<file path="src/rtl/bdep_pkg.sv">
// Package with shared types, register codes and the bit-count function of the pruning block.
`timescale 1ns / 1ps

package bdep_pkg;

    localparam int WORD_W     = 32;
    localparam int ROW_W      = 17;
    localparam int WIDX_W     = 12;
    localparam int COUNT_W    = 18;
    localparam int RWC_W      = 13;
    localparam int PRUNE_W    = 6;
    localparam int CFG_IDX_W  = 3;
    localparam int CFG_DATA_W = 18;
    localparam int IN_DATA_W  = 192;
    localparam int OUT_DATA_W = 40;

    localparam logic [COUNT_W-1:0] MAX_DIM = 18'd131072;

    localparam logic [CFG_IDX_W-1:0] CFG_ROW_COUNT      = 3'd0;
    localparam logic [CFG_IDX_W-1:0] CFG_COL_COUNT      = 3'd1;
    localparam logic [CFG_IDX_W-1:0] CFG_ROW_WORD_COUNT = 3'd2;
    localparam logic [CFG_IDX_W-1:0] CFG_START_ROW      = 3'd3;
    localparam logic [CFG_IDX_W-1:0] CFG_START_COL      = 3'd4;
    localparam logic [CFG_IDX_W-1:0] CFG_END_ROW        = 3'd5;
    localparam logic [CFG_IDX_W-1:0] CFG_END_COL        = 3'd6;

    typedef struct packed {
        logic [COUNT_W-1:0] row_count;
        logic [COUNT_W-1:0] col_count;
        logic [RWC_W-1:0]   row_word_count;
        logic [ROW_W-1:0]   start_row;
        logic [ROW_W-1:0]   start_col;
        logic [ROW_W-1:0]   end_row;
        logic [ROW_W-1:0]   end_col;
    } cfg_t;

    typedef struct packed {
        logic [WIDX_W-1:0] word_index;
        logic [ROW_W-1:0]  row_index;
        logic [WORD_W-1:0] right_word;
        logic [WORD_W-1:0] left_word;
        logic [WORD_W-1:0] south_word;
        logic [WORD_W-1:0] north_word;
        logic [WORD_W-1:0] center_word;
    } item_t;

    typedef struct packed {
        logic [WORD_W-1:0]  new_word;
        logic [PRUNE_W-1:0] pruned_cells;
        logic               in_grid;
    } res_t;

    function automatic logic [PRUNE_W-1:0] popcount32(input logic [WORD_W-1:0] v);
        logic [1:0] l1 [16];
        logic [2:0] l2 [8];
        logic [3:0] l3 [4];
        logic [4:0] l4 [2];
        for (int i = 0; i < 16; i++)
        begin
            l1[i] = {1'b0, v[2*i]} + {1'b0, v[2*i+1]};
        end
        for (int i = 0; i < 8; i++)
        begin
            l2[i] = {1'b0, l1[2*i]} + {1'b0, l1[2*i+1]};
        end
        for (int i = 0; i < 4; i++)
        begin
            l3[i] = {1'b0, l2[2*i]} + {1'b0, l2[2*i+1]};
        end
        for (int i = 0; i < 2; i++)
        begin
            l4[i] = {1'b0, l3[2*i]} + {1'b0, l3[2*i+1]};
        end
        return {1'b0, l4[0]} + {1'b0, l4[1]};
    endfunction

endpackage

</file>
<file path="src/rtl/bdep_core.sv">
// Combinational dead-end stencil for one 32-cell word, with edge, endpoint and width masking.
`timescale 1ns / 1ps

module bdep_core
    import bdep_pkg::*;
(
    input  cfg_t  cfg,
    input  item_t item,
    output res_t  res
);

    logic [COUNT_W-1:0] row_ext;
    logic [RWC_W-1:0]   widx_ext;
    logic               in_grid;
    logic               last_row;
    logic               last_word;
    logic [WORD_W-1:0]  nw;
    logic [WORD_W-1:0]  sw;
    logic [WORD_W-1:0]  ww;
    logic [WORD_W-1:0]  ew;
    logic [WORD_W-1:0]  on;
    logic [WORD_W-1:0]  os;
    logic [WORD_W-1:0]  ow;
    logic [WORD_W-1:0]  oe;
    logic [WORD_W-1:0]  s1;
    logic [WORD_W-1:0]  s2;
    logic [WORD_W-1:0]  two;
    logic [WORD_W-1:0]  mask;
    logic [4:0]         rem;

    always_comb
    begin
        row_ext   = {1'b0, item.row_index};
        widx_ext  = {1'b0, item.word_index};
        in_grid   = (row_ext < cfg.row_count) && (widx_ext < cfg.row_word_count);
        last_row  = (row_ext + 18'd1) >= cfg.row_count;
        last_word = (widx_ext + 13'd1) >= cfg.row_word_count;

        nw = (item.row_index == '0) ? '1 : item.north_word;
        sw = last_row ? '1 : item.south_word;
        ww = (item.word_index == '0) ? '1 : item.left_word;
        ew = last_word ? '1 : item.right_word;

        // Open planes of the four neighbors, aligned to each cell.
        ow = ~{item.center_word[WORD_W-2:0], ww[WORD_W-1]};
        oe = ~{ew[0], item.center_word[WORD_W-1:1]};
        on = ~nw;
        os = ~sw;

        s1  = ow ^ oe;
        s2  = s1 ^ on;
        two = (s2 & os) | (s1 & on) | (ow & oe);

        mask = ~item.center_word & ~two;

        if ((item.row_index == cfg.start_row) && (cfg.start_col[ROW_W-1:5] == item.word_index))
        begin
            mask = mask & ~(32'd1 << cfg.start_col[4:0]);
        end
        if ((item.row_index == cfg.end_row) && (cfg.end_col[ROW_W-1:5] == item.word_index))
        begin
            mask = mask & ~(32'd1 << cfg.end_col[4:0]);
        end

        rem = cfg.col_count[4:0];
        if ((widx_ext == (cfg.row_word_count - 13'd1)) && (rem != 5'd0))
        begin
            mask = mask & ~({WORD_W{1'b1}} << rem);
        end

        if (in_grid)
        begin
            res.new_word     = item.center_word | mask;
            res.pruned_cells = popcount32(mask);
            res.in_grid      = 1'b1;
        end
        else
        begin
            res.new_word     = item.center_word;
            res.pruned_cells = '0;
            res.in_grid      = 1'b0;
        end
    end

endmodule

</file>
<file path="src/rtl/bitpacked_dead_end_prune_top.sv">
// Top level of the dead-end pruning block: configuration registers and a two-stage stream pipeline.
//
// The block applies one pass of dead-end filling to a maze packed one bit per cell.
// Each input word carries a center word, its four neighbor words and its row and
// word column; each output word carries the updated center word, the number of
// cells pruned in it and an in-grid flag in tuser.
// Configuration is written through cfg_wr_en, cfg_index and cfg_data; the user
// must write it only while the stream is idle, which the block does not enforce.
// The row and column counts saturate at the maximum dimension. An accepted word
// is held in an input register; the stencil and the bit count run between that
// register and the output register. One word is accepted every cycle while the
// receiver does not stall. When the receiver stalls, the output register holds
// its word and the input register holds one more; s_axis_tready then drops until
// the output is taken. Reset empties both stages and loads the counts with 1 and
// the start and end coordinates with 0.
`timescale 1ns / 1ps

module bitpacked_dead_end_prune_top
    import bdep_pkg::*;
(
    input  logic                  clk,
    input  logic                  rst_n,
    input  logic                  cfg_wr_en,
    input  logic [CFG_IDX_W-1:0]  cfg_index,
    input  logic [CFG_DATA_W-1:0] cfg_data,
    input  logic                  s_axis_tvalid,
    output logic                  s_axis_tready,
    // center_word, north_word, south_word, left_word, right_word, row_index, word_index, zero pad
    input  logic [IN_DATA_W-1:0]  s_axis_tdata,
    output logic                  m_axis_tvalid,
    input  logic                  m_axis_tready,
    // new_word, pruned_cells, zero pad
    output logic [OUT_DATA_W-1:0] m_axis_tdata,
    // in_grid
    output logic                  m_axis_tuser
);

    cfg_t               cfg_reg;
    logic [COUNT_W-1:0] clamped;
    logic               s1_valid_reg;
    item_t              s1_item_reg;
    logic               out_valid_reg;
    res_t               out_res_reg;
    res_t               res_next;
    logic               s1_advance;
    logic               s_accept;

    assign clamped = (cfg_data > MAX_DIM) ? MAX_DIM : cfg_data;

    always_ff @(posedge clk or negedge rst_n)
    begin
        if (!rst_n)
        begin
            cfg_reg.row_count      <= 18'd1;
            cfg_reg.col_count      <= 18'd1;
            cfg_reg.row_word_count <= 13'd1;
            cfg_reg.start_row      <= '0;
            cfg_reg.start_col      <= '0;
            cfg_reg.end_row        <= '0;
            cfg_reg.end_col        <= '0;
        end
        else if (cfg_wr_en)
        begin
            unique case (cfg_index)
                CFG_ROW_COUNT:      cfg_reg.row_count      <= clamped;
                CFG_COL_COUNT:      cfg_reg.col_count      <= clamped;
                CFG_ROW_WORD_COUNT: cfg_reg.row_word_count <= cfg_data[RWC_W-1:0];
                CFG_START_ROW:      cfg_reg.start_row      <= cfg_data[ROW_W-1:0];
                CFG_START_COL:      cfg_reg.start_col      <= cfg_data[ROW_W-1:0];
                CFG_END_ROW:        cfg_reg.end_row        <= cfg_data[ROW_W-1:0];
                CFG_END_COL:        cfg_reg.end_col        <= cfg_data[ROW_W-1:0];
                default:            ;
            endcase
        end
    end

    assign s1_advance    = s1_valid_reg && (!out_valid_reg || m_axis_tready);
    assign s_axis_tready = !s1_valid_reg || s1_advance;
    assign s_accept      = s_axis_tvalid && s_axis_tready;

    always_ff @(posedge clk or negedge rst_n)
    begin
        if (!rst_n)
        begin
            s1_valid_reg  <= 1'b0;
            out_valid_reg <= 1'b0;
        end
        else
        begin
            if (s_axis_tready)
            begin
                s1_valid_reg <= s_axis_tvalid;
            end
            if (s1_advance)
            begin
                out_valid_reg <= 1'b1;
            end
            else if (m_axis_tready)
            begin
                out_valid_reg <= 1'b0;
            end
        end
    end

    always_ff @(posedge clk)
    begin
        if (s_accept)
        begin
            s1_item_reg <= s_axis_tdata[$bits(item_t)-1:0];
        end
        if (s1_advance)
        begin
            out_res_reg <= res_next;
        end
    end

    bdep_core u_core (
        .cfg  (cfg_reg),
        .item (s1_item_reg),
        .res  (res_next)
    );

    assign m_axis_tvalid = out_valid_reg;
    assign m_axis_tdata  = {2'b00, out_res_reg.pruned_cells, out_res_reg.new_word};
    assign m_axis_tuser  = out_res_reg.in_grid;

endmodule

</file>
<file path="config.mk">
export PLATFORM = sky130hd
export DESIGN_NAME = bitpacked_dead_end_prune_top
export DESIGN_NICKNAME = d
export VERILOG_FILES = /design/src/rtl/bdep_pkg.sv /design/src/rtl/bdep_core.sv /design/src/rtl/bitpacked_dead_end_prune_top.sv
export SDC_FILE = /design/constraint.sdc
export NUM_CORES = 1
export LEC_CHECK = 0
export BUFFER_PORTS_ARGS = -buffer_cell sky130_fd_sc_hd__buf_2
export CAP_MARGIN = 30
export CELL_PAD_IN_SITES_DETAIL_PLACEMENT = 1
export CELL_PAD_IN_SITES_GLOBAL_PLACEMENT = 2
export CORE_ASPECT_RATIO = 0.7
export CORE_MARGIN = 5
export CORE_UTILIZATION = 38
export DETAILED_ROUTE_END_ITERATION = 16
export GPL_TIMING_DRIVEN = 0
export MAX_ROUTING_LAYER = met4
export PLACE_DENSITY = 0.82
export SETUP_SLACK_MARGIN = 0.05
export SLEW_MARGIN = 20
export SYNTH_ARGS = -nofsm -noshare
export SYNTH_HDL_FRONTEND = slang
export SYNTH_SLANG_ARGS = --single-unit
</file>
<file path="constraint.sdc">
create_clock -name clk -period 9.4 [get_ports clk]
set_input_delay 2.35 -clock clk [delete_from_list [all_inputs] [get_ports clk]]
set_output_delay 2.35 -clock clk [all_outputs]
set_load 0.01 [all_outputs]
</file>
* Word-level counts from Yosys, hierarchy flattened
Cells that the tools add are included.
W data, S select, Z words.
** Storage, ports and cells
- Logic and storage cells :: 126
- Register bits :: 303
- Bits of input ports :: 218
** Cells by class
- Reduce and logical (&&, ||, !) cells :: 22
- Muxes and demuxes :: 11
- Shifts and indexed selects :: 3
- Add/sub/neg operators :: 34
- Equal/unequal tests :: 11
- Order comparisons :: 5
- Bitwise gates (word level) :: 21
** Operators by type and width (number)
- $not A32 Y32 :: 9
- $and A32 B32 Y32 :: 7
- $mux W32 :: 6
- $or A32 B32 Y32 :: 3
- $shl A1 B5 Y32 const A :: 2
- $xor A32 B32 Y32 :: 2
- $mux W39 :: 1
- $eq A17 B17 Y1 :: 2
- $add A1 B1 Y2 :: 16
- $shl A32 B5 Y32 const A :: 1
- $add A2 B2 Y3 :: 8
- $eq A12 B12 Y1 :: 2
- $add A17 B1 Y18 const B :: 1
- $ge A18 B18 Y1 :: 1
- $gt A18 B18 Y1 const B :: 1
- $lt A17 B18 Y1 :: 1
- $mux W18 :: 1
- $logic_not A17 Y1 :: 1
- $add A3 B3 Y4 :: 4
- $reduce_and A2 Y1 :: 7
- $add A12 B1 Y13 const B :: 1
- $eq A12 B13 Y1 :: 1
- $ge A13 B13 Y1 :: 1
- $lt A12 B13 Y1 :: 1
- other kinds (14) :: 27

* Longest topological paths before layout
- Depth after elaboration :: 23
- Depth in mapped cells :: 33

* Cells and area by module
A second synthesis with hierarchy kept.
** Unflattened totals
- Cell total of the unflattened synthesis :: 1455
- Area total of the unflattened synthesis :: 18390.1 um^2
** By module, submodules not included
- bitpacked_dead_end_prune_top :: instances 1, area each 11553.6 um^2, cells an instance 511
- bdep_core :: instances 1, area each 6836.6 um^2, cells an instance 944

* Least setup slack after synthesis
No wires, ideal clock.
- Path kind :: register to register
- Start :: reg s1_item_reg[162] (netlist bit)
- End :: reg out_res_reg, in the netlist m_axis_tdata[36] (data pin)
- Stages on the path, launching flop included :: 33
- Data arrival time :: 7.717 ns
- Path slack :: 1.413 ns
- Period minus slack after synthesis :: 7.987 ns
- Cells stage by stage :: edfxtp_1 -> clkbuf_1 -> and3_1 -> and3_1 -> nand3_1 -> nor2_1 -> nand3_1 -> nor2_1 -> xor2_1 -> ha_1 -> nand4_1 -> or2_2 -> a21oi_1 -> a2111oi_0 -> clkbuf_1 -> a31oi_1 -> o221ai_1 -> or2_1 -> fa_1 -> fa_1 -> fa_1 -> fa_1 -> fa_1 -> fa_1 -> inv_1 -> ha_1 -> inv_1 -> fa_1 -> inv_1 -> a21o_1 -> a21oi_1 -> xor2_1 -> nor3_1
** On the way
- Word-level cells in the longest chain between the ends :: 20
- Elaborated cells on any way between the ends :: 57
** RTL lines
- from (decl) :: line bitpacked_dead_end_prune_top.sv:41 : item_t s1_item_reg;
- from (signal assigned) :: line bitpacked_dead_end_prune_top.sv:109 : s1_item_reg <= s_axis_tdata[$bits(item_t)-1:0];
- $add A17 B1 Y18 / $logic_not A17 Y1 (equally long branches) :: line bdep_core.sv:36, bdep_core.sv:39
- $ge A18 B18 Y1 / $mux W32 (equally long branches) :: line bdep_core.sv:36, bdep_core.sv:39
- $mux W32 / $not A32 Y32 (equally long branches) :: line bdep_core.sv:40, bdep_core.sv:47
- $not A32 Y32 / $xor A32 B32 Y32 (equally long branches) :: line bdep_core.sv:48, bdep_core.sv:51
- $and A32 B32 Y32 :: line bdep_core.sv:52 : two = (s2 & os) | (s1 & on) | (ow & oe);
- $or A32 B32 Y32 (2 in series) :: line bdep_core.sv:52
- $not A32 Y32 :: line bdep_core.sv:54 : mask = ~item.center_word & ~two;
- $and A32 B32 Y32 :: line bdep_core.sv:54
- (+3 left out)
- $mux W32 :: line bdep_core.sv:60 : if ((item.row_index == cfg.end_row) && (cfg.end_col[ROW_W-1:5] == item.word_index))
- $and A32 B32 Y32 :: line bdep_core.sv:68 : mask = mask & ~({WORD_W{1'b1}} << rem);
- $mux W32 :: line bdep_core.sv:66 : if ((widx_ext == (cfg.row_word_count - 13'd1)) && (rem != 5'd0))
- $add A1 B1 Y2 :: line bdep_pkg.sv:60 : l1[i] = {1'b0, v[2*i]} + {1'b0, v[2*i+1]};
- $add A2 B2 Y3 :: line bdep_pkg.sv:64 : l2[i] = {1'b0, l1[2*i]} + {1'b0, l1[2*i+1]};
- $add A3 B3 Y4 :: line bdep_pkg.sv:68 : l3[i] = {1'b0, l2[2*i]} + {1'b0, l2[2*i+1]};
- $add A4 B4 Y5 :: line bdep_pkg.sv:72 : l4[i] = {1'b0, l3[2*i]} + {1'b0, l3[2*i+1]};
- $add A5 B5 Y6 :: line bdep_pkg.sv:74 : return {1'b0, l4[0]} + {1'b0, l4[1]};
- to (signal assigned) :: line bitpacked_dead_end_prune_top.sv:113 : out_res_reg <= res_next;
- to (decl) :: line bitpacked_dead_end_prune_top.sv:43 : res_t out_res_reg;
Parallel ways exist; a longest one is shown, timed or not.
A chain may end at the register's enable or synchronous reset.

* Worst setup path after layout
Ends and elaborated chain as after synthesis.

==> results.toml <==
[global_route]
grt_pass1_vias = 13100
grt_usage = 0.247
grt_max_degree = 57
antenna_found_initial = 3
grt_pass1_wl_mm = 83.7
grt_overflow = 0

[clock_network]
clock_latency_ns = 0.60
clk_pin_slew_ns = 0.07
post_cts_buffers = 0
cts_tree = "yes"
cts_root_buf = "clkbuf_16"
clockBufferDepth = 3
cts_buffers = 30
cts_sinks = 272
cts_max_level = 1

[logic_synthesis]
syn_area_per_cell_um2 = 11.2
syn_inst = 1428
synth-seq-area-share = 0.478
ys.flop_type = "edfxtp_1"
yosys_register_bits = 272
synthArstFlopShare = 0.390
ys_warn_count = 0
synth_area_um2 = 16000
synth.distinct_cells = 60
synth_enable_flop_cells = 166

[finish]
final_area_um2 = 18800
drive_above_1_share = 0.218
syn_to_final_growth_pct = 17.7
fin_nets = 2040
n_fill_cell = 4584
layout_commonest_cell = "buf_2"
final_cell_mix = "buf_2, edfxtp_1, ha_1, inv_1, dfrtp_1"
final_util = 0.456
largest_register_ff_count = 127
layoutNonFillerInstCount = 2231

[floorplan]
pin_count = 261
fp.dieW_um = 255
dieArea_um2 = 46400
start_util = 0.388
core_um2 = 41300
die-height_um = 182
num_rows = 62

[worst_setup_path]
cp-end-kind = "register"
start_kind = "register"
critPathMaxStageDelay_ns = 0.56
cp_common_cell = "fa_1"
arrival_ns = 9.19
crit_fanout = 10
cp_data_required_time_ns = 9.72
critPathKind = "reg -> reg"
slowest_stage = "fa_1"

[pwr]
seq_power_share = 0.370
p_switching_mw = 1.52
clockPowerShare = 0.286
p_per_area_nw_per_um2 = 226
p_total_mw = 4.25
p_leak_nw = 7.80
combPwrFrac = 0.344
power.ir.vdd_worst_mv = 0.164
intPower_mw = 2.73
swShare = 0.359

[drt]
wl_mm = 57.2
drc = 0
via_per_inst = 5.64
dr.pass1.iters = 5
drt-wirelength-per-cell_um = 25.7
dr.first_iter.drc_count = 968
num_vias = 12600
ant_nets = 0

[placement]
dp_hpwl_mm = 44.0
place_congestion = 0.931
place_area_um2 = 17800
dp_cells = 2173
dp_worst_setup_slack_ns = -0.260
portBuffers = 193

[timing]
fin_crit_sh = 0.944
hold_viol = 0
setup_tns_ns = 0
max_freq_mhz = 113
setup_viol = 0
holdWs_ns = 0.481
tightest_slew_ns = 1.08
maxSlewViolCount = 0
rsz0062_at_grt = "no"
fin_skew_ns = 0.0292
maxSlewHeadroom = 0.283
setup_ws_ns = 0.524
period_minus_slack_ns = 8.88

[status]
outcome = "finished, final reports clean"

[run]
maxCapViolCount = 0

[hold_path]
hold_class = "reg -> reg"
## synth_stat cells (all sizes together) (41+ instances only)
master    n  area share
mux2     68       0.048
ha      136        0.11
dfrtp   103        0.16
inv     108       0.025
xor2     70       0.038
nor4     41       0.018
edfxtp  166        0.31
nand3    47       0.015
nor2     78       0.018
o21ai    44       0.014
clkbuf   62       0.015
nand2    82       0.019
## critical path: cells and delay by family, from the launching register on
kind | cells | cell delay (ns)
compound gates | 6 | 1.37
xor+xnor | 2 | 0.25
fa+ha+maj | 9 | 3.90
buf+inv | 5 | 0.76
flops | 1 | 0.37
simple gates | 10 | 1.94
## area by class of cell
type | instances | area, µm² | area share
Antenna cell | 2 | 5.00 | 0.000266
Buffer | 73 | 302 | 0.0160
Clock buffer | 33 | 782 | 0.0415
Clock inverter | 22 | 204 | 0.0108
Inverter | 108 | 405 | 0.0215
Multi-Input combinational cell | 976 | 7710 | 0.410
Sequential cell | 272 | 7640 | 0.406
Tap cell | 544 | 681 | 0.0362
Timing Repair Buffer | 201 | 1090 | 0.0582
## per-layer routing
layer  up-vias  global-route usage  share of wire
met1      6403               0.377           0.50
met2       426               0.350           0.42
met3        60              0.0419          0.067
met4         0              0.0397          0.017
li1       5704                   -              -
met5         -                   -              0
## power groups by stage
stage / clock (mW) / combinational, mW / sequential (mW)
floorplan: 0 / 0.950 / 1.57
global placement: 0 / 1.36 / 1.59
detailed placement: 0 / 1.44 / 1.59
CTS: 1.24 / 1.46 / 1.57
global route: 1.29 / 1.62 / 1.59
finish: 1.22 / 1.46 / 1.57
## worst paths after layout
path	startpoint	end	slack, ns	cells after the start
max	s1_item_reg[162]	m_axis_tdata[36]	0.52	32
min	cfg_reg[111]	cfg_reg[111]	0.48	2
max reg2reg	s1_item_reg[162]	m_axis_tdata[36]	0.52	32
min reg2reg	cfg_reg[111]	cfg_reg[111]	0.48	2
max in group asynchronous	rst_n	cfg_reg[99]	6.94	2
min in group asynchronous	rst_n	cfg_reg[73]	1.71	1
## what timing repair did
item	in CTS	in global routing
endpoints found under the setup margin	3	5
hold buffers	0	0
resized for setup	4	10
## cell families after synthesis
group	Yosys count	share of synthesized area
adders and majority gates	160	0.136
AOI/OAI and AO/OA	206	0.0900
DFF	272	0.478
buffers and inverters	181	0.0437
muxes	68	0.0479
other	1	0.000234
and+or+nand+nor	442	0.150
xor gates and xnor gates	98	0.0537
(Power assumes the default switching activity.)
